==> src/rtl/core/bwrq_pkg.sv <==
// bwrq_pkg: shared types, constants and opcodes of the bitmap rank query unit
// no dependencies; imported by every module of the block
`default_nettype none

package bwrq_pkg;

  // bitmap geometry
  localparam int unsigned WordCount = 4;
  localparam int unsigned WordW     = 64;
  localparam int unsigned TotalBits = WordCount * WordW;
  localparam int unsigned WordSelW  = (WordCount > 1) ? $clog2(WordCount) : 1;
  localparam int unsigned PcntW     = $clog2(WordW + 1);
  localparam int unsigned CntW      = $clog2(TotalBits + 1);
  localparam int unsigned LimW      = (CntW > 9) ? CntW : 9;

  // beat field widths
  localparam int unsigned OpW    = 4;
  localparam int unsigned BitIdxW = 8;
  localparam int unsigned LimInW = 9;
  localparam int unsigned WIdxW  = 2;
  localparam int unsigned RankW  = 9;

  localparam logic [WordW-1:0] AllOnes = {WordW{1'b1}};

  typedef enum logic [OpW-1:0] {
    OpSet       = 4'd0,
    OpClear     = 4'd1,
    OpTest      = 4'd2,
    OpSetAll    = 4'd3,
    OpClearAll  = 4'd4,
    OpFlipAll   = 4'd5,
    OpRank      = 4'd6,
    OpOrWord    = 4'd7,
    OpAndWord   = 4'd8,
    OpWriteWord = 4'd9
  } op_e;

  typedef struct packed {
    logic [OpW-1:0]     opcode;
    logic [BitIdxW-1:0] bit_index;
    logic [LimInW-1:0]  rank_limit;
    logic [WIdxW-1:0]   word_index;
    logic [WordW-1:0]   word_value;
  } item_t;

  typedef struct packed {
    logic                            bit_value;
    logic [WordW-1:0]                word_out;
    logic [WordCount-1:0][PcntW-1:0] part_cnt;
  } exec_res_t;

endpackage

`default_nettype wire

==> src/rtl/core/bwrq_popcnt.sv <==
// bwrq_popcnt: population count of one 64-bit word, tree of pairwise adds
// depends on bwrq_pkg
`default_nettype none

module bwrq_popcnt (
  input  logic [bwrq_pkg::WordW-1:0] word_i,
  output logic [bwrq_pkg::PcntW-1:0] count_o
);
  import bwrq_pkg::*;

  logic [WordW-1:0] s1, s2, s3, s4, s5, s6;

  always_comb begin
    s1 = (word_i & 64'h5555555555555555) + ((word_i >> 1) & 64'h5555555555555555);
    s2 = (s1 & 64'h3333333333333333) + ((s1 >> 2) & 64'h3333333333333333);
    s3 = (s2 & 64'h0f0f0f0f0f0f0f0f) + ((s2 >> 4) & 64'h0f0f0f0f0f0f0f0f);
    s4 = (s3 & 64'h00ff00ff00ff00ff) + ((s3 >> 8) & 64'h00ff00ff00ff00ff);
    s5 = (s4 & 64'h0000ffff0000ffff) + ((s4 >> 16) & 64'h0000ffff0000ffff);
    s6 = (s5 & 64'h00000000ffffffff) + ((s5 >> 32) & 64'h00000000ffffffff);
  end

  assign count_o = s6[PcntW-1:0];

endmodule

`default_nettype wire

==> src/rtl/core/bwrq_exec.sv <==
// bwrq_exec: bitmap register, its update logic and masked per-word counts
// depends on bwrq_pkg and bwrq_popcnt
`default_nettype none

module bwrq_exec (
  input  logic                clk_i,
  input  logic                rst_ni,
  input  logic                en_i,
  input  bwrq_pkg::item_t     item_i,
  output bwrq_pkg::exec_res_t res_o
);
  import bwrq_pkg::*;

  logic [WordW-1:0] words_q [WordCount];
  logic [WordW-1:0] words_d [WordCount];

  logic [WIdxW-1:0]    bword;
  logic [WordSelW-1:0] bsel, wsel, rsel;
  logic                bok, wok, rok;
  logic [WordW-1:0]    bmask;
  op_e                 op;
  logic [LimW-1:0]     lim_ext, lim_sat;

  logic                            bit_value;
  logic [WordW-1:0]                word_out;
  logic [WordCount-1:0][PcntW-1:0] part_cnt;

  assign op    = op_e'(item_i.opcode);
  assign bword = item_i.bit_index[BitIdxW-1:6];
  assign bsel  = WordSelW'(bword);
  assign wsel  = WordSelW'(item_i.word_index);
  assign bok   = 32'(bword) < WordCount;
  assign wok   = 32'(item_i.word_index) < WordCount;
  assign bmask = WordW'(1) << item_i.bit_index[5:0];

  always_comb begin
    for (int w = 0; w < WordCount; w++) words_d[w] = words_q[w];
    bit_value = 1'b0;
    case (op)
      OpSet:       if (bok) words_d[bsel] = words_q[bsel] | bmask;
      OpClear:     if (bok) words_d[bsel] = words_q[bsel] & ~bmask;
      OpTest:      if (bok) bit_value = |(words_q[bsel] & bmask);
      OpSetAll:    for (int w = 0; w < WordCount; w++) words_d[w] = AllOnes;
      OpClearAll:  for (int w = 0; w < WordCount; w++) words_d[w] = '0;
      OpFlipAll:   for (int w = 0; w < WordCount; w++) words_d[w] = ~words_q[w];
      OpOrWord:    if (wok) words_d[wsel] = words_q[wsel] | item_i.word_value;
      OpAndWord:   if (wok) words_d[wsel] = words_q[wsel] & item_i.word_value;
      OpWriteWord: if (wok) words_d[wsel] = item_i.word_value;
      default: ;
    endcase
  end

  // set, clear and test report the word holding the bit, the rest word_index
  always_comb begin
    if (item_i.opcode <= OpTest) begin
      rsel = bsel;
      rok  = bok;
    end else begin
      rsel = wsel;
      rok  = wok;
    end
  end
  assign word_out = rok ? words_d[rsel] : '0;

  // rank limit saturates at the bitmap size
  assign lim_ext = LimW'(item_i.rank_limit);
  assign lim_sat = (lim_ext > LimW'(TotalBits)) ? LimW'(TotalBits) : lim_ext;

  for (genvar w = 0; w < WordCount; w++) begin : g_word
    localparam logic [LimW-1:0] Lo = LimW'(w * WordW);
    localparam logic [LimW-1:0] Hi = LimW'((w + 1) * WordW);
    logic [WordW-1:0] cmask;

    always_comb begin
      if (op != OpRank)          cmask = '0;
      else if (lim_sat >= Hi)    cmask = AllOnes;
      else if (lim_sat > Lo)     cmask = (WordW'(1) << lim_sat[5:0]) - WordW'(1);
      else                       cmask = '0;
    end

    bwrq_popcnt u_popcnt (
      .word_i (words_q[w] & cmask),
      .count_o(part_cnt[w])
    );
  end

  assign res_o = {bit_value, word_out, part_cnt};

  always_ff @(posedge clk_i or negedge rst_ni) begin
    if (!rst_ni) begin
      for (int w = 0; w < WordCount; w++) words_q[w] <= '0;
    end else if (en_i) begin
      for (int w = 0; w < WordCount; w++) words_q[w] <= words_d[w];
    end
  end

endmodule

`default_nettype wire

==> src/rtl/core/bitmap_with_rank_query_unit.sv <==
// bitmap_with_rank_query_unit: top level of the 256-bit bitmap with rank query
// depends on bwrq_pkg and bwrq_exec
`default_nettype none

// Bitmap of four 64-bit words, all zero after reset, with single-bit,
// whole-map and word operations plus a rank query (set bits strictly below
// rank_limit, limit saturating at 256). Every input beat yields exactly one
// output beat, in order. Throughput is one beat per clock cycle while the
// output is not stalled; a beat passes through three registers: the input
// register, the execute stage where the bitmap register updates and the
// per-word masked popcounts are registered, and the output register which
// takes the sum of the four partial counts. Updating the bitmap as each beat
// leaves the execute stage is what lets each beat see the result of the one
// before it. When the output beat is stalled the whole pipeline holds, so
// in_stall_o follows out_stall_i while an output beat is waiting.
module bitmap_with_rank_query_unit (
  input  logic                      clk_i,
  input  logic                      rst_ni,
  // input channel
  input  logic                      in_valid_i,
  output logic                      in_stall_o,
  input  logic [bwrq_pkg::OpW-1:0]     opcode_i,
  input  logic [bwrq_pkg::BitIdxW-1:0] bit_index_i,
  input  logic [bwrq_pkg::LimInW-1:0]  rank_limit_i,
  input  logic [bwrq_pkg::WIdxW-1:0]   word_index_i,
  input  logic [bwrq_pkg::WordW-1:0]   word_value_i,
  // output channel
  output logic                      out_valid_o,
  input  logic                      out_stall_i,
  output logic                      bit_value_o,
  output logic [bwrq_pkg::RankW-1:0]  rank_count_o,
  output logic [bwrq_pkg::WordW-1:0]  word_out_o
);
  import bwrq_pkg::*;

  // global pipeline enable: move unless a finished beat is held
  logic advance;

  logic      s1_valid_q, s2_valid_q, out_valid_q;
  item_t     item_q;
  exec_res_t res, res_q;
  logic [LimW-1:0] rank_sum;

  logic             bit_value_q;
  logic [RankW-1:0] rank_count_q;
  logic [WordW-1:0] word_out_q;

  assign advance    = !out_valid_q || !out_stall_i;
  assign in_stall_o = !advance;

  // valid bits
  always_ff @(posedge clk_i or negedge rst_ni) begin
    if (!rst_ni) begin
      s1_valid_q  <= 1'b0;
      s2_valid_q  <= 1'b0;
      out_valid_q <= 1'b0;
    end else if (advance) begin
      s1_valid_q  <= in_valid_i;
      s2_valid_q  <= s1_valid_q;
      out_valid_q <= s2_valid_q;
    end
  end

  // input register
  always_ff @(posedge clk_i) begin
    if (advance && in_valid_i) begin
      item_q.opcode     <= opcode_i;
      item_q.bit_index  <= bit_index_i;
      item_q.rank_limit <= rank_limit_i;
      item_q.word_index <= word_index_i;
      item_q.word_value <= word_value_i;
    end
  end

  // execute: bitmap update commits only for a real beat moving on
  bwrq_exec u_exec (
    .clk_i (clk_i),
    .rst_ni(rst_ni),
    .en_i  (s1_valid_q && advance),
    .item_i(item_q),
    .res_o (res)
  );

  always_ff @(posedge clk_i) begin
    if (advance && s1_valid_q) res_q <= res;
  end

  // sum of the per-word partial counts, zero for non-rank beats
  always_comb begin
    rank_sum = '0;
    for (int w = 0; w < WordCount; w++) rank_sum = rank_sum + LimW'(res_q.part_cnt[w]);
  end

  // output register
  always_ff @(posedge clk_i) begin
    if (advance && s2_valid_q) begin
      bit_value_q  <= res_q.bit_value;
      rank_count_q <= rank_sum[RankW-1:0];
      word_out_q   <= res_q.word_out;
    end
  end

  assign out_valid_o  = out_valid_q;
  assign bit_value_o  = bit_value_q;
  assign rank_count_o = rank_count_q;
  assign word_out_o   = word_out_q;

endmodule

`default_nettype wire

==> config.mk <==
export PLATFORM = sky130hd
export DESIGN_NAME = bitmap_with_rank_query_unit
export DESIGN_NICKNAME = d
export VERILOG_FILES = /design/src/rtl/core/bwrq_pkg.sv /design/src/rtl/core/bwrq_popcnt.sv /design/src/rtl/core/bwrq_exec.sv /design/src/rtl/core/bitmap_with_rank_query_unit.sv
export SDC_FILE = /design/constraint.sdc
export NUM_CORES = 2
export LEC_CHECK = 0
export BUFFER_PORTS_ARGS = -buffer_cell sky130_fd_sc_hd__buf_2
export CORE_ASPECT_RATIO = 1.1
export CORE_MARGIN = 2
export CORE_UTILIZATION = 63
export CTS_BUF_LIST = sky130_fd_sc_hd__clkbuf_8
export DETAILED_ROUTE_END_ITERATION = 8
export MAX_ROUTING_LAYER = met4
export PLACE_DENSITY = 0.81
export SYNTH_ARGS = -nofsm -noshare
export SYNTH_HDL_FRONTEND = slang
export SYNTH_SLANG_ARGS = --single-unit
==> constraint.sdc <==
create_clock -name clk_i -period 8.28 [get_ports clk_i]
set_clock_uncertainty 0.05 [all_clocks]
set_input_delay 0.828 -clock clk_i [delete_from_list [all_inputs] [get_ports clk_i]]
set_output_delay 0.828 -clock clk_i [all_outputs]
set_load 0.005 [all_outputs]
-- After elaboration in Yosys (flattened, before gate mapping)
Cells that the tools add are included.
- $add $sub $neg: 28
- multipliers: 0
- div/mod/pow operators: 0
- order comparisons: 15
- equality and inequality tests: 9
- shift-type cells: 2
- multiplexer cells: 33
- bitwise logic cells: 17
- reductions and logical operators: 11
- operators by type and width (kind ; count):
    256-bit one-hot mux with 8 select lines ; 1
    256-bit bitwise mux ; 5
    64-bit two-way mux ; 20
    64-bit bitwise AND ; 7
    64-bit binary-select mux with 2-bit select ; 3
    64-bit inverter ; 5
    63-bit by 63-bit adder with 64-bit output ; 4
    64-bit demux with 2-bit select ; 2
    62-bit by 62-bit adder with 63-bit output ; 4
    60-bit by 59-bit adder with 61-bit output ; 4
    55-bit by 53-bit adder with 55-bit output ; 4
    39-bit adder ; 4
    64-bit OR ; 2
    1-bit by 6-bit left shift with 64-bit output (first input constant) ; 2
    64-bit OR reduction ; 1
    64-bit by 2-bit subtractor with 64-bit output (second input constant) ; 1
    7-bit adder ; 4
    9-bit by 8-bit greater-or-equal comparator with 1-bit output (second input constant) ; 2
    9-bit by 8-bit > comparator with 1-bit output (second input constant) ; 2
    4-bit by 3-bit == test with 1-bit output (second input constant) ; 3
    8-bit by 7-bit adder with 9-bit output ; 1
    9-bit by 7-bit adder with 9-bit output ; 1
    3-bit greater-or-equal comparator (second input constant) ; 3
    9-bit by 7-bit greater-or-equal comparator with 1-bit output (second input constant) ; 1
    18 further kinds ; 29
- register bits after elaboration: 513
- bits in latches: 0
- bits in writable memories: 0
- bits in read-only memories: 0
- input bits: 91
- output and inout port bits: 76
- memories kept: 0

-- Logic depth before layout (Yosys ltp)
- word-level depth: 14
- mapped depth: 32
- depth with buffers taken out: 28

-- Modules after synthesis
Synthesis repeated with hierarchy kept, for this count alone.
- cells, all modules: 5766
- area total of the unflattened synthesis: 52110.0 um2
- modules (own cells, without submodules) (module ; times used ; cells an instance ; area each (um2) ; seq. area each (um2)):
    bwrq_exec ; 1 ; 4371 ; 32854.0 ; 6406.1
    bitmap_with_rank_query_unit ; 1 ; 351 ; 8426.8 ; 7702.4
    bwrq_popcnt at u_exec.g_word[0].u_popcnt ... ; 3 ; 261 ; 2708.8 ; 0.0
    bwrq_popcnt at u_exec.g_word[3].u_popcnt ; 1 ; 261 ; 2702.6 ; 0.0

-- Least setup slack after synthesis
Ideal clock, no wire load.
- path kind: register -> register
- from: register item_q[74] in the netlist's numbering
- to: register res_q[6] in the netlist's numbering (data pin)
- library setup time: 0.254 ns
- data arrival time: 6.917 ns
- data required time: 7.976 ns
- slack: 1.060 ns
- cell stages (with the launch flop): 31
- path through: edfxtp_1 buf_2 buf_2 clkbuf_1 nand2b_1 clkbuf_1 inv_1 clkbuf_1 ha_1 o21ai_2 nor3_1 clkbuf_1 nand3_1 a311oi_1 o21ai_0 ha_1 ha_1 inv_1 fa_1 fa_1 inv_1 fa_1 ha_1 a21o_1 a21oi_1 xnor2_1 ha_1 inv_1 o21bai_1 a21o_1 a21o_1
- RTL lines (item ; line ; source):
    start, declared ; bitmap_with_rank_query_unit.sv:40 ; item_t item_q;
    end signal, assigned ; bitmap_with_rank_query_unit.sv:85 ; if (advance && s1_valid_q) res_q <= res;
    end, declared ; bitmap_with_rank_query_unit.sv:41 ; exec_res_t res, res_q;

==> summary.txt <==
CTS tree: built
Vias: 52680
clk buf depth: 3
CP Buf/Inv Count: 4
Util after Layout: 67.46%
synthesis-stage register bit count: 513
max-slew violation count: 0
max-cap viol count: 0
HP Class: in -> async
Sw Ratio: 48.91%
Final TNS setup: 0 ns
share of the synthesized area in the top cell type: 15.01%
largest net degree at the start of global routing: 179
clock root cell: clkbuf_8
crit path cell chain: buf_4, or4_4, o41ai_2, nand4_1, nor3_2, nand3_1, o21ai_0, and2_1, ha_1, ha_1, fa_1, inv_1, fa_1, inv_1, fa_1, ha_1, a21o_1, a21oi_1, xnor2_1, ha_1, inv_1, o21bai_1, a21o_1, a21o_1
Post-Route WL: 206900 um
clock share of power: 16.6%
first-pass GRT wire length: 307900 um
post-synthesis cell count: 5994
CORE AREA: 80060 sq um
Achievable Freq: 0.1249 GHz
area leader, netlist: edfxtp_1
Die W: 274.8 um
sequential share of the synthesized area: 27.77%
drt first-iter violations: 10930
fin crit share: 96.73%
hold slack: 0.02040 ns
total gr overflow: 0
Flop pwr share: 38.3%
Routed Antenna Nets: 0
drt pass-1 iters: 7
wire per inst: 29.61 um
Final nets: 6493
highest routed metal layer: met4
Most used DFF post-synth: dfrtp_1
CTS Buf Count: 90
antenna violations before repair: 13
slew of the pin with the lowest slew margin: 1.435 ns
yosys synthesis warning count: 0
CTS hold repair buffers: 0
Post-synth EDFFs: 254
routability cong.: 1.128
DIE HEIGHT: 301.9 um
DR vias/cell: 7.537
Leak Pwr: 24.76 nW
syn nets: 6648
Reg clk slew, reported paths: 0.07 ns
CP top delay family: adder cells
Area Overhead vs Synth: 6.287%
vias in the first global route: 48560
unrepaired setup endpoints after global routing: false
post-route setup slack: 0.2709 ns
H-Tree Depth: 3
CP max stage cell: nor3_2
Port-buffer cells: 166
FFs w/ async S/R, synth: 50.49%
routed wl met2: 83720 um
Psw: 7.343 mW
Max stage delay on crit path: 0.83 ns
startpoint types: register
Hold Vio Cnt, Final: 0
Clock Latency Late Sink: 0.78 ns
Worst EP required: 8.75 ns
metal3 WL: 34170 um
final worst path period need: 8.009 ns
endpoints failing setup: 0
Setup WS pre-CTS: 0.5183 ns
Ports: 167
Power Dens Cells: 278.0 nW/um^2
GRT Util Overall: 50.69%
outcome: finished, final reports clean
Worst EP arrival: 8.48 ns
Clock Sinks: 513
fraction of layout cells with a size suffix above 1: 10.38%
Synth Area per Inst: 8.477 sq um
post-CTS sizing: 0
die area: 82940 sq um
setup bufs post-CTS: 0
Cell Int Power: 7.670 mW
FP Rows: 109
top cells by area, synth: edfxtp_1, dfrtp_1, o21ai_0
worst vdd ir: 0.6274 mV
CP most frequent cell: ha_1
logic gate share of total power: 45.2%
HPWL Detailed: 138000 um
CP Class: reg -> reg
Crit. End Element: register
worst-path maximum fanout: 34
initial core utilization: 63.47%
Post-Synthesis Cell Area: 50810 sq um
drt drc: 0
Distinct cells, synth: 81
Post-Route M1 WL: 73350 um
worst relative slew slack: 3.765%
final timing paths:
kind,startpoint,endpoint,slack [ns],depth (start not counted)
max,item_q[68],res_q[27],0.27,24
min,rst_ni,u_exec.words_q[208],0.02,1
max reg2reg,item_q[68],res_q[27],0.27,24
min reg2reg,res_q[76],word_out_o[48],0.37,0
max in group asynchronous,rst_ni,u_exec.words_q[97],6.73,2
min in group clk_i,word_value_i[50],item_q[50],0.17,1
synth_stat cells, drive strengths merged (7+ instances only):
library cell,instances
edfxtp,254
mux4,128
nor3,205
o21a,26
a31oi,16
a32oi,8
and3,73
o21bai,12
xnor2,69
fa,138
nand3,48
xor2,56
a22oi,13
nand2,212
clkbuf,482
a31o,11
inv,176
dfrtp,259
or3,76
o211a,78
o21ai,1215
a21oi,773
nand2b,25
o211ai,17
o31a,49
o22a,123
buf,57
a21boi,9
nor2,391
a21o,209
or2,12
o22ai,68
and2,52
ha,425
nor2b,47
nor3b,7
o221ai,8
nor4,13
a211oi,65
worst register-to-register path: cells and delay by family (launching register included):
kind	cells	cell delay, ns
xor+xnor	1	0.19
fa+ha+maj	7	2.72
simple gates	5	2.44
compound gates	7	1.48
flops	1	0.39
buf+inv	4	0.50
layout by cell type, fill, tap and decap left out, drive strengths merged, types with 16 or more instances in the layout:
master	instances
o21ai	1215
a21oi	773
ha	425
nor2	391
buf	292
dfrtp	259
edfxtp	254
nand2	212
a21o	209
nor3	205
inv	205
fa	138
mux4	128
o22a	123
clkbuf	101
o211a	78
or3	76
and3	73
xnor2	69
o22ai	68
a211oi	65
xor2	56
and2	52
o31a	49
nand3	48
nor2b	47
clkinv	32
o21a	26
nand2b	25
diode	18
o211ai	17
a31oi	16
logic make-up (layout without fill, tap and decap cells):
logic type,Yosys count,after routing,synth area share (%)
adders and majority gates,563,563,15.90
AOI/OAI and AO/OA,2735,2735,31.42
buffers and inverters,716,639,5.366
xor gates and xnor gates,125,125,2.155
DFF,513,513,27.77
other,0,18,0
and+or+nand+nor,1206,1206,11.55
muxes,136,136,5.836
per-stage QoR:
step	total power, mW	cells	cell area (sq um)
floorplan	9.220	5994	50810
global placement	11.88	6801	52120
global route	15.61	6984	53990
finish	15.01	6989	54010
detailed placement	12.08	6801	52120
CTS	14.56	6971	53960
layer usage:
layer | track usage [%] | vias up
met1 | 65.13 | 24490
met3 | 17.93 | 1217
met2 | 69.23 | 4879
li1 | - | 22090
met4 | 28.22 | 0
met5 | - | -
power by group through the flow:
stage | Clock (mW) | Combinational (mW) | Sequential, mW
6_report | 2.49 | 6.78 | 5.75
5_1_grt | 2.59 | 7.25 | 5.77
3_3_place_gp | 0 | 6.35 | 5.53
3_5_place_dp | 0 | 6.49 | 5.59
4_1_cts | 2.49 | 6.53 | 5.54
2_1_floorplan | 0 | 4.47 | 4.75
area by class of cell:
type | count | area (sq um)
sequential | 513 | 14110
multi-input combinational | 4765 | 34110
inverter | 177 | 671.9
timing repair buffer | 292 | 1912
tap | 1054 | 1319
clock buffer | 101 | 1390
antenna | 18 | 45.04
clock inverter | 69 | 446.7
fill | 6636 | 26050
registers in the layout, summed over array words and instances (netlist names):
register,flops
out_valid_o,1
item_q,87
rank_count_o,9
u_exec.words_q,256
bit_value_o,1
res_q,93
word_out_o,64
s1_valid_q,1
s2_valid_q,1
No activity file was read; power rests on OpenSTA's default activity.
